## config.mk

```make
export PLATFORM = sky130hd
export DESIGN_NAME = bit_unpack_uniform_dequantizer_top
export DESIGN_NICKNAME = d
export VERILOG_FILES = /design/src/sv/bud_pkg.sv /design/src/sv/bud_front.sv /design/src/sv/bud_queue.sv /design/src/sv/bud_back.sv /design/src/sv/bit_unpack_uniform_dequantizer_top.sv
export SDC_FILE = /design/constraint.sdc
export NUM_CORES = 2
export LEC_CHECK = 0
export ABC_AREA = 0
export BUFFER_PORTS_ARGS = -buffer_cell sky130_fd_sc_hd__buf_2
export CORE_ASPECT_RATIO = 1.4
export CORE_MARGIN = 2
export CORE_UTILIZATION = 46
export CTS_CLUSTER_SIZE = 40
export DETAILED_ROUTE_END_ITERATION = 8
export HOLD_SLACK_MARGIN = 0.05
export SLEW_MARGIN = 15
export SYNTH_ARGS = -nofsm -noshare
export SYNTH_HDL_FRONTEND = slang
export SYNTH_SLANG_ARGS = --single-unit
export TNS_END_PERCENT = 5
```

## constraint.sdc

```tcl
create_clock -name clk -period 9.2 [get_ports clk]
set_clock_uncertainty 0.1 [all_clocks]
set_input_delay 0.92 -clock clk [delete_from_list [all_inputs] [get_ports clk]]
set_output_delay 0.92 -clock clk [all_outputs]
set_load 0.05 [all_outputs]
```

## src/sv/bud_pkg.sv

```systemverilog
// Shared types and constants for the bit unpacking dequantizer.
// No dependencies; used by every module of the block by scoped name.
package bud_pkg;

    localparam int BYTE_BITS      = 8;
    localparam int MAX_CODE_WIDTH = 16;
    localparam int BUF_BITS       = MAX_CODE_WIDTH - 1 + BYTE_BITS;
    localparam int HELD_W         = $clog2(BUF_BITS + 1);
    localparam int CODE_W         = 16;
    localparam int WIDTH_W        = 5;
    localparam int CFG_DATA_W     = 32;
    localparam int PROD_W         = CODE_W + CFG_DATA_W;
    localparam int VALUE_W        = 50;
    localparam int CODES_PER_BYTE = BYTE_BITS;
    localparam int BYTE_CNT_W     = $clog2(CODES_PER_BYTE);

    typedef enum logic [1:0] {
        REG_CODE_WIDTH   = 2'd0,
        REG_VALUE_COUNT  = 2'd1,
        REG_VALUE_OFFSET = 2'd2,
        REG_STEP_SIZE    = 2'd3
    } cfg_reg_t;

    // One unpacked code on its way from the front to the back.
    typedef struct packed {
        logic [CODE_W-1:0] code;
        logic              last_in_byte;
        logic              stream_end;
    } entry_t;

    // Settings the back end reads while it scales codes.
    typedef struct packed {
        logic [CFG_DATA_W-1:0] value_offset;
        logic [CFG_DATA_W-1:0] step_size;
    } scale_cfg_t;

endpackage

```

## src/sv/bud_front.sv

```systemverilog
// Front end: takes packed bytes, holds the bit buffer and code counter,
// and splits out one code per cycle while the queue has room. Depends on bud_pkg.
module bud_front
(
    input  logic                                  clk,
    input  logic                                  rst_n,
    input  logic                                  push,
    output logic                                  full,
    input  logic [bud_pkg::BYTE_BITS-1:0]         data_byte,
    input  logic [bud_pkg::WIDTH_W-1:0]           width,
    input  logic [bud_pkg::CFG_DATA_W-1:0]        value_count,
    output logic                                  q_push,
    input  logic                                  q_full,
    output bud_pkg::entry_t                       q_entry
);

    logic [bud_pkg::BUF_BITS-1:0]       buf_reg, buf_next;
    logic [bud_pkg::HELD_W-1:0]         held_reg, held_next;
    logic [bud_pkg::CFG_DATA_W-1:0]     cnt_reg, cnt_next;
    logic [bud_pkg::BYTE_CNT_W-1:0]     n_reg, n_next;
    logic                               pend_reg, pend_next;

    logic                               emit;
    logic                               done;
    logic                               last;
    logic                               accept;
    logic [bud_pkg::HELD_W-1:0]         held_sub;
    logic [bud_pkg::CFG_DATA_W-1:0]     cnt_inc;
    logic [bud_pkg::BUF_BITS-1:0]       shifted;
    logic [bud_pkg::CODE_W-1:0]         code_mask;
    logic [bud_pkg::BUF_BITS-1:0]       buf_post;
    logic [bud_pkg::HELD_W-1:0]         held_post;
    logic [bud_pkg::CFG_DATA_W-1:0]     cnt_post;
    logic [bud_pkg::HELD_W:0]           held_add;

    always_comb
    begin
        held_sub  = held_reg - width;
        cnt_inc   = cnt_reg + 1'b1;
        done      = (cnt_inc == value_count);
        shifted   = buf_reg >> held_sub;
        code_mask = bud_pkg::CODE_W'((17'd1 << width) - 17'd1);
        emit      = pend_reg && !q_full;
        last      = done || (held_sub < width) ||
                    (n_reg == bud_pkg::BYTE_CNT_W'(bud_pkg::CODES_PER_BYTE - 1));
        full      = pend_reg && !(emit && last);
        accept    = push && !full;

        q_push                = emit;
        q_entry.code          = shifted[bud_pkg::CODE_W-1:0] & code_mask;
        q_entry.last_in_byte  = last;
        q_entry.stream_end    = done;

        // state after this cycle's code leaves
        buf_post  = buf_reg;
        held_post = held_reg;
        cnt_post  = cnt_reg;
        n_next    = n_reg;
        pend_next = pend_reg;
        if (emit)
        begin
            cnt_post  = cnt_inc;
            n_next    = n_reg + 1'b1;
            pend_next = !last;
            if (done)
            begin
                buf_post  = '0;
                held_post = '0;
            end
            else
            begin
                buf_post  = buf_reg &
                            bud_pkg::BUF_BITS'((24'd1 << held_sub) - 24'd1);
                held_post = held_sub;
            end
        end

        buf_next  = buf_post;
        held_next = held_post;
        cnt_next  = cnt_post;
        held_add  = {1'b0, held_post} + (bud_pkg::HELD_W+1)'(bud_pkg::BYTE_BITS);

        // bytes arriving after the stream is complete are dropped
        if (accept && (cnt_post < value_count))
        begin
            buf_next = bud_pkg::BUF_BITS'({buf_post, data_byte});
            if (held_add > (bud_pkg::HELD_W+1)'(bud_pkg::BUF_BITS))
            begin
                held_next = bud_pkg::HELD_W'(bud_pkg::BUF_BITS);
            end
            else
            begin
                held_next = held_add[bud_pkg::HELD_W-1:0];
            end
            n_next    = '0;
            pend_next = (held_next >= width);
        end
    end

    always_ff @(posedge clk or negedge rst_n)
    begin
        if (!rst_n)
        begin
            buf_reg  <= '0;
            held_reg <= '0;
            cnt_reg  <= '0;
            n_reg    <= '0;
            pend_reg <= 1'b0;
        end
        else
        begin
            buf_reg  <= buf_next;
            held_reg <= held_next;
            cnt_reg  <= cnt_next;
            n_reg    <= n_next;
            pend_reg <= pend_next;
        end
    end

endmodule

```

## src/sv/bud_queue.sv

```systemverilog
// Short queue of unpacked codes between front and back end.
// Depends on bud_pkg for the entry type.
module bud_queue
#(
    parameter int DEPTH = 4
)
(
    input  logic            clk,
    input  logic            rst_n,
    input  logic            wr_en,
    output logic            wr_full,
    input  bud_pkg::entry_t wr_entry,
    output logic            rd_valid,
    input  logic            rd_en,
    output bud_pkg::entry_t rd_entry
);

    localparam int PTR_W = (DEPTH > 1) ? $clog2(DEPTH) : 1;
    localparam int CNT_W = $clog2(DEPTH + 1);

    bud_pkg::entry_t  mem_reg [DEPTH];
    logic [PTR_W-1:0] wr_ptr_reg, wr_ptr_next;
    logic [PTR_W-1:0] rd_ptr_reg, rd_ptr_next;
    logic [CNT_W-1:0] cnt_reg, cnt_next;
    logic             do_wr;
    logic             do_rd;

    always_comb
    begin
        wr_full  = (cnt_reg == CNT_W'(DEPTH));
        rd_valid = (cnt_reg != '0);
        rd_entry = mem_reg[rd_ptr_reg];
        do_wr    = wr_en && !wr_full;
        do_rd    = rd_en && rd_valid;

        wr_ptr_next = wr_ptr_reg;
        rd_ptr_next = rd_ptr_reg;
        cnt_next    = cnt_reg;
        if (do_wr)
        begin
            wr_ptr_next = (wr_ptr_reg == PTR_W'(DEPTH - 1)) ? '0 : wr_ptr_reg + 1'b1;
        end
        if (do_rd)
        begin
            rd_ptr_next = (rd_ptr_reg == PTR_W'(DEPTH - 1)) ? '0 : rd_ptr_reg + 1'b1;
        end
        if (do_wr && !do_rd)
        begin
            cnt_next = cnt_reg + 1'b1;
        end
        else if (do_rd && !do_wr)
        begin
            cnt_next = cnt_reg - 1'b1;
        end
    end

    always_ff @(posedge clk or negedge rst_n)
    begin
        if (!rst_n)
        begin
            wr_ptr_reg <= '0;
            rd_ptr_reg <= '0;
            cnt_reg    <= '0;
        end
        else
        begin
            wr_ptr_reg <= wr_ptr_next;
            rd_ptr_reg <= rd_ptr_next;
            cnt_reg    <= cnt_next;
        end
    end

    always_ff @(posedge clk)
    begin
        if (do_wr)
        begin
            mem_reg[wr_ptr_reg] <= wr_entry;
        end
    end

endmodule

```

## src/sv/bud_back.sv

```systemverilog
// Back end: scales each code by the step, adds the offset, and holds the
// result for the output side. Two register stages. Depends on bud_pkg.
module bud_back
(
    input  logic                              clk,
    input  logic                              rst_n,
    input  logic                              q_valid,
    output logic                              q_pop,
    input  bud_pkg::entry_t                   q_entry,
    input  bud_pkg::scale_cfg_t               scale,
    output logic                              empty,
    input  logic                              pop,
    output logic [bud_pkg::CODE_W-1:0]        code,
    output logic signed [bud_pkg::VALUE_W-1:0] value,
    output logic                              last_in_byte,
    output logic                              stream_end
);

    logic                               s1_valid_reg, s1_valid_next;
    logic [bud_pkg::PROD_W-1:0]         s1_prod_reg;
    bud_pkg::entry_t                    s1_entry_reg;
    logic                               out_valid_reg, out_valid_next;
    logic signed [bud_pkg::VALUE_W-1:0] value_reg, value_next;
    bud_pkg::entry_t                    out_entry_reg;

    logic out_ready;
    logic s1_ready;
    logic out_load;

    always_comb
    begin
        out_ready      = !out_valid_reg || pop;
        s1_ready       = !s1_valid_reg || out_ready;
        q_pop          = q_valid && s1_ready;
        out_load       = s1_valid_reg && out_ready;
        s1_valid_next  = s1_ready ? q_valid : s1_valid_reg;
        out_valid_next = out_ready ? s1_valid_reg : out_valid_reg;
        value_next     = $signed({{(bud_pkg::VALUE_W - bud_pkg::CFG_DATA_W)
                                   {scale.value_offset[bud_pkg::CFG_DATA_W-1]}},
                                  scale.value_offset}) +
                         $signed({{(bud_pkg::VALUE_W - bud_pkg::PROD_W){1'b0}},
                                  s1_prod_reg});

        empty        = !out_valid_reg;
        code         = out_entry_reg.code;
        value        = value_reg;
        last_in_byte = out_entry_reg.last_in_byte;
        stream_end   = out_entry_reg.stream_end;
    end

    always_ff @(posedge clk or negedge rst_n)
    begin
        if (!rst_n)
        begin
            s1_valid_reg  <= 1'b0;
            out_valid_reg <= 1'b0;
        end
        else
        begin
            s1_valid_reg  <= s1_valid_next;
            out_valid_reg <= out_valid_next;
        end
    end

    always_ff @(posedge clk)
    begin
        if (q_pop)
        begin
            s1_prod_reg  <= {{(bud_pkg::PROD_W - bud_pkg::CODE_W){1'b0}}, q_entry.code} *
                            {{(bud_pkg::PROD_W - bud_pkg::CFG_DATA_W){1'b0}},
                             scale.step_size};
            s1_entry_reg <= q_entry;
        end
        if (out_load)
        begin
            value_reg     <= value_next;
            out_entry_reg <= s1_entry_reg;
        end
    end

endmodule

```

## src/sv/bit_unpack_uniform_dequantizer_top.sv

```systemverilog
// Top level of the bit unpacking uniform dequantizer: settings registers,
// front end, code queue and back end. Depends on bud_pkg, bud_front,
// bud_queue and bud_back.
//
//   channel   ports                                      handshake
//   input     data_byte                                  push / full
//   result    code, value, last_in_byte, stream_end      pop / empty
//   settings  cfg_index, cfg_data                        cfg_valid / cfg_ready
//
// The unpacker splits out one code per cycle while the queue has room, and
// holds full while a byte still has codes to emit; full drops as the last
// code of the byte leaves, so the next byte can be taken as it leaves.
// The first code of a byte passes the bit buffer, the queue, the multiply
// stage and the add stage on its way to the result ports. cfg_ready is always high.
// Reset clears the bit buffer, the code count and all valid state;
// a stalled result side backs up through the queue to full.
module bit_unpack_uniform_dequantizer_top
#(
    parameter int QUEUE_DEPTH = 4
)
(
    input  logic                                clk,
    input  logic                                rst_n,
    input  logic                                push,
    output logic                                full,
    input  logic [7:0]                          data_byte,
    output logic                                empty,
    input  logic                                pop,
    output logic [15:0]                         code,
    output logic signed [49:0]                  value,
    output logic                                last_in_byte,
    output logic                                stream_end,
    input  logic                                cfg_valid,
    output logic                                cfg_ready,
    input  logic [1:0]                          cfg_index,
    input  logic [31:0]                         cfg_data
);

    logic [bud_pkg::WIDTH_W-1:0]    code_width_reg;
    logic [bud_pkg::CFG_DATA_W-1:0] value_count_reg;
    logic [bud_pkg::CFG_DATA_W-1:0] value_offset_reg;
    logic [bud_pkg::CFG_DATA_W-1:0] step_size_reg;

    logic [bud_pkg::WIDTH_W-1:0]    width;
    bud_pkg::scale_cfg_t            scale;
    logic                           q_push;
    logic                           q_full;
    bud_pkg::entry_t                q_wr_entry;
    logic                           q_valid;
    logic                           q_pop;
    bud_pkg::entry_t                q_rd_entry;

    assign cfg_ready = 1'b1;

    always_ff @(posedge clk or negedge rst_n)
    begin
        if (!rst_n)
        begin
            code_width_reg   <= bud_pkg::WIDTH_W'(8);
            value_count_reg  <= '0;
            value_offset_reg <= '0;
            step_size_reg    <= bud_pkg::CFG_DATA_W'(65536);
        end
        else if (cfg_valid && cfg_ready)
        begin
            case (bud_pkg::cfg_reg_t'(cfg_index))
                bud_pkg::REG_CODE_WIDTH:   code_width_reg   <= cfg_data[bud_pkg::WIDTH_W-1:0];
                bud_pkg::REG_VALUE_COUNT:  value_count_reg  <= cfg_data;
                bud_pkg::REG_VALUE_OFFSET: value_offset_reg <= cfg_data;
                bud_pkg::REG_STEP_SIZE:    step_size_reg    <= cfg_data;
                default:                   ;
            endcase
        end
    end

    // zero width reads as one bit, anything above the maximum is clamped
    always_comb
    begin
        width = code_width_reg;
        if (code_width_reg == '0)
        begin
            width = bud_pkg::WIDTH_W'(1);
        end
        else if (code_width_reg > bud_pkg::WIDTH_W'(bud_pkg::MAX_CODE_WIDTH))
        begin
            width = bud_pkg::WIDTH_W'(bud_pkg::MAX_CODE_WIDTH);
        end
        scale.value_offset = value_offset_reg;
        scale.step_size    = step_size_reg;
    end

    bud_front u_front
    (
        .clk         (clk),
        .rst_n       (rst_n),
        .push        (push),
        .full        (full),
        .data_byte   (data_byte),
        .width       (width),
        .value_count (value_count_reg),
        .q_push      (q_push),
        .q_full      (q_full),
        .q_entry     (q_wr_entry)
    );

    bud_queue #(.DEPTH(QUEUE_DEPTH)) u_queue
    (
        .clk      (clk),
        .rst_n    (rst_n),
        .wr_en    (q_push),
        .wr_full  (q_full),
        .wr_entry (q_wr_entry),
        .rd_valid (q_valid),
        .rd_en    (q_pop),
        .rd_entry (q_rd_entry)
    );

    bud_back u_back
    (
        .clk          (clk),
        .rst_n        (rst_n),
        .q_valid      (q_valid),
        .q_pop        (q_pop),
        .q_entry      (q_rd_entry),
        .scale        (scale),
        .empty        (empty),
        .pop          (pop),
        .code         (code),
        .value        (value),
        .last_in_byte (last_in_byte),
        .stream_end   (stream_end)
    );

endmodule

```

; ---- After elaboration in Yosys (flattened, before gate mapping)
; Memories as Yosys holds them, arrays and structs flattened.
; Index checks and enable logic that the tools add are counted.
; Widths: inputs -> output; s select.
[totals]
ff_bits = 308
mem_bits_rw = 72
in_bits = 47
output_inout_bits = 71
mem_count = 1
[memory_table]
columns = name, depth, width, read_ports, rd_ports_with_merged_regs, write_ports, line
row1 = u_queue.mem_reg, 4, 18, 1, 0, 1, bud_queue.sv:21  ; bud_pkg::entry_t mem_reg [DEPTH];
[op_classes]
addsub = 11
mul = 1
n_lt_le_gt_ge = 5
n_eq_ne = 8
shift = 3
mux = 21
bitwise_logic = 2
n_reduce_logical = 32
[ops]
columns = cell, count
row1 = $mux 23, 3
row2 = $add 32x49->50, 1
row3 = $mul 16x32->48, 1
row4 = $mux 5, 7
row5 = $add 32x1->32 const B, 1
row6 = $eq 32x32->1, 1
row7 = $lt 32x32->1, 1
row8 = $mux 32, 1
row9 = $and 23x23->23, 1
row10 = $shl 1x5->23 const A, 1
row11 = $shr 23x5->16, 1
row12 = $sub 23x1->23 const B, 1
row13 = $and 16x16->16, 1
row14 = $shl 1x5->16 const A, 1
row15 = $sub 16x1->16 const B, 1
row16 = $mux 3, 4
row17 = $logic_and 1x1->1, 11
row18 = $eq 2x2->1 const B, 4
row19 = $logic_not 1->1, 8
row20 = $reduce_and 2->1, 4
row21 = $add 3x1->3 const B, 2
row22 = $add 5x4->6 const B, 1
row23 = $eq 3x3->1 const B, 2
row24 = $gt 6x5->1 const B, 1
row25 = 14 further kinds, 23

; ---- Longest topological paths before layout
[logic_depth]
ltp_word = 16
mapped_depth = 28

; ---- Cells and area by module
; From an unflattened synthesis, not the netlist that was laid out.
[unflattened]
cells_unflattened = 3687
hier_area_um2 = 37317.0
[by_module_without_submodules]
columns = mod, n_inst, cells_per_inst, area_each_um2, seq_area_each_um2
row1 = bud_back, 1, 2393, 22987.0, 4073.9
row2 = bud_front, 1, 939, 7146.9, 1601.5
row3 = bit_unpack_uniform_dequantizer_top, 1, 224, 4134.0, 2529.9
row4 = bud_queue, 1, 131, 3049.2, 2337.2

; ---- Worst setup path after synthesis
; No wires, ideal clock.
[synth_timing]
path_kind = register to register
from = register u_queue.rd_ptr_reg[0]
to = register u_back.s1_prod_reg[44] (netlist name) (data pin)
arrival_time_ns = 7.237
t_required_ns = 8.842
slack_ns = 1.605
path_stages_with_launch = 27
n_path_buf = 3
cell_sequence = dfrtp_1 clkbuf_1 mux4_2 clkbuf_1 and2_1 fa_1 inv_1 fa_1 fa_1 inv_1 fa_1 fa_1 inv_1 fa_1 inv_1 ha_1 clkbuf_1 and4_1 nor4b_1 o311ai_0 nand3b_1 nor3_1 o31ai_1 a21oi_1 a21oi_1 a31oi_1 xnor2_1
[synth_between]
elab_chain_cells = 2
[synth_rtl]
columns = element, line
row1 = from (decl), bud_queue.sv:23  ; logic [PTR_W-1:0] rd_ptr_reg, rd_ptr_next;
row2 = from (signal assigned), bud_queue.sv:68  ; rd_ptr_reg <= rd_ptr_next;
row3 = $mem_v2 4x18, n/a
row4 = $mul 16x32->48, bud_back.sv:69  ; s1_prod_reg <= {{(bud_pkg::PROD_W - bud_pkg::CODE_W){1'b0}}, q_entry.code} *
row5 = to (signal assigned), bud_back.sv:69
row6 = to (decl), bud_back.sv:20  ; logic [bud_pkg::PROD_W-1:0] s1_prod_reg;
; No other way between the ends.
; A chain may end at the register's enable or synchronous reset.

; ---- Worst setup path in the final report
; Same ends and word-level chain as after synthesis.

==> results.md <==
* Status: finished, final reports clean
* R2r setup slk at ~940 ps
* Post-route insts no fill at between 4,000 and 5,000
* TritonCTS clock tree: yes
* CTS sink cnt at 380
* Top FF cell, synth: edfxtp_1
* Data required, critical path at 9440 ps
* Cell area after layout at a little under 40,000 um2
* Pre-Repair DR Iteration Count at 6
* Yosys warning count at 0
* Post-CTS Setup Inserts at 0
* Share of cells above drive strength 1 at a little over a tenth
* Vias at approximately 26,000
* GPL Wtd Cong at between 0.9 and 1
* Sequential area share after synthesis at between 20% and 30%
* Vias/cell at between 5 and 6
* Drt wl/cell at approximately 21 um
* R2r endpoint: u_back.s1_prod_reg[44]$_DFFE_PP_
* CP arrival at about 8500 ps
* Synth async-reset ratio at a little under half
* Die height at between 300 and 400 um
* Vias in the first global route at 27,800
* Area after DPL at roughly 38,000 um2
* Maximum number of pins on one net before global-route repair at between 70 and 80
* Final Hold Viols at 0
* CP Max Fanout at 18
* I/O Buffers at 116
* First-pass GRT wire length at about 160 mm
* Starting Density at between 40% and 50%
* Worst-Skew Late Latency at around 600 ps
* Setup tns final at 0 ps
* Gr usage total at between 20% and 30%
* Area Growth Syn to Fin at 8.00%
* FMAX at ~0.12 GHz
* Core region area at 79,100 um2
* # hold bufs at CTS at 0
* Nets@finish at 4,385
* Antenna violations before repair at 2
* Io pins at 118
* Syn Inst Count at about 3,700
* Placed Cells at roughly 4,700
* Reg clk slew, reported paths at about 60 ps
* H-Tree Depth at 2
* Post-route DRC at 0
* Antenna Nets Post-Route at 0
* Critical path launch point type: register
* Register-to-Register Path Depth at 26
* Number of synthesized flops with an enable pin at approximately 210
* Initial drt markers at between 1,500 and 2,000
* Chip width at roughly 240 um
* Core Rows at 122
* Clock Path Buffers at 3
* Syn Area/Cell at between 10 and 15 um2
* Period utilization at roughly 90%
* Worst reg2reg path startpoint: u_queue.rd_ptr_reg[0]$_DFFE_PN0P_
* Yosys reg bits at 380
* Tmin final at ~8300 ps
* Final setup violation count at 0
* Cts bufs inserted at 42
* Total die area at slightly above 80,000 um2
* Root Driver: clkbuf_16
* Total of max-cap violations at 0
* Library cells used by synthesis at 85
* Gr ovfl total at 0
* Total routed wirelength at approximately 100 mm
* Slew headroom at 27.1%
* Worst-margin pin slew at roughly 1100 ps
* Synth Cell Area at approximately 37,000 um2
* Setup crit end kind: register
* RSZ-0062 raised after global routing: false
* Post-CTS sizing at 0
* Slew Limit Fails at 0
* Fill count at ~7,400
* Crit path kind: register to register
* Hold Path Class: input port to async pin
* DP HPWL at about 80 mm
* Max reg flops at 72
-- cell usage in the layout (no fill, tap or decap), drive strengths merged, types with 119 or more instances in the layout --
cell    Yosys  final
inv       521    525
nand2     456    456
fa        421    421
ha        228    228
and2      223    223
edfxtp    206    206
dfrtp     172    172
a21oi     161    161
buf        35    156
nor2      119    119
-- synth_stat cells, types with 26 or more instances --
master,count,area share (%)
nand2_1,456,4.7
and2_1,223,3.8
nand4_1,37,0.63
ha_1,228,7.8
a21o_1,68,1.4
and3_1,30,0.51
fa_1,421,23
edfxtp_1,206,17
xnor2_1,103,2.5
dfrtp_1,172,12
xor2_1,63,1.5
a21oi_1,160,2.2
clkbuf_1,143,1.5
nor3_1,51,0.70
mux2_2,111,3.4
nor2b_1,28,0.48
inv_1,521,5.3
a211oi_1,26,0.53
o21ai_0,102,1.4
nor2_1,118,1.2
nand3_1,58,0.79
-- layout make-up --
class / count / area [um2] / area share (%)
diodes: 2 / 5.00 / 0.0126
clock buffers: 53 / 1150 / 2.92
clock inverters: 25 / 249 / 0.629
inverters: 524 / 1970 / 4.97
multi-input cells: 2584 / 23500 / 59.3
flip-flops and latches: 380 / 10500 / 26.6
well taps: 1054 / 1320 / 3.33
repair buffers: 157 / 897 / 2.27
-- per-layer routing --
metal	routed length (um)	GRT usage (%)	part of all wire (%)	up-vias
met1	39500	29.2	39	13400
met4	4800	11.2	4.7	0
met2	53100	47.1	52	700
met5	0	0	0	-
met3	3880	2.70	3.8	217
li1	-	-	-	12100
-- cells by family (layout without fill, tap and decap cells) --
logic type      after synthesis  in the layout  synth area share (%)
fa+ha+maj                   649            649                  30.8
flops                       380            380                  28.8
mux                         155            155                  5.37
simple gates               1091           1091                  14.7
xor+xnor                    168            168                  4.09
buf+inv                     702            759                  7.36
compound gates              519            519                  8.96
other cells                   1              4                0.0102
-- how the worst max path moves through the flow --
stage,startpoint,end,slack [ps]
6_report,u_queue.rd_ptr_reg[0]$_DFFE_PN0P_,u_back.s1_prod_reg[44]$_DFFE_PP_,940
5_1_grt,u_queue.rd_ptr_reg[0]$_DFFE_PN0P_,u_back.s1_prod_reg[47]$_DFFE_PP_,570
4_1_cts,u_queue.rd_ptr_reg[0]$_DFFE_PN0P_,u_back.s1_prod_reg[44]$_DFFE_PP_,950
2_1_floorplan,u_queue.rd_ptr_reg[0]$_DFFE_PN0P_,u_back.s1_prod_reg[44]$_DFFE_PP_,1600
3_5_place_dp,u_queue.rd_ptr_reg[0]$_DFFE_PN0P_,u_back.s1_prod_reg[44]$_DFFE_PP_,940
3_3_place_gp,u_queue.rd_ptr_reg[0]$_DFFE_PN0P_,u_back.s1_prod_reg[44]$_DFFE_PP_,1160
-- critical path, stage by stage (launching register included) --
cell and delay (ps):
dfrtp_1 340, buf_4 280, mux4_2 760, buf_4 300, and2_1 190, fa_1 540
inv_1 50, fa_1 470, fa_1 520, inv_1 50, fa_1 500, fa_1 490
inv_1 60, fa_1 530, inv_1 50, ha_1 330, nand4_1 240, nor4b_1 370
o311ai_0 250, nand3b_1 310, nor3_1 100, o31ai_1 200, buf_4 160, a21oi_1 110
a21oi_1 370, a31oi_1 180, xnor2_1 160
-- stage by stage --
stage               hold WS, ps  utilization [%]  worst slack, ps
detailed placement          307             48.3              941
CTS                         263             50.1              950
global route                300             50.1              569
finish                      237             50.1              943
floorplan                   300                -             1600
global placement            310             48.3             1160
Power is left out: the tool's default activity adds up to more than one toggle a clock period on the data nets, which glitch-free logic cannot reach.
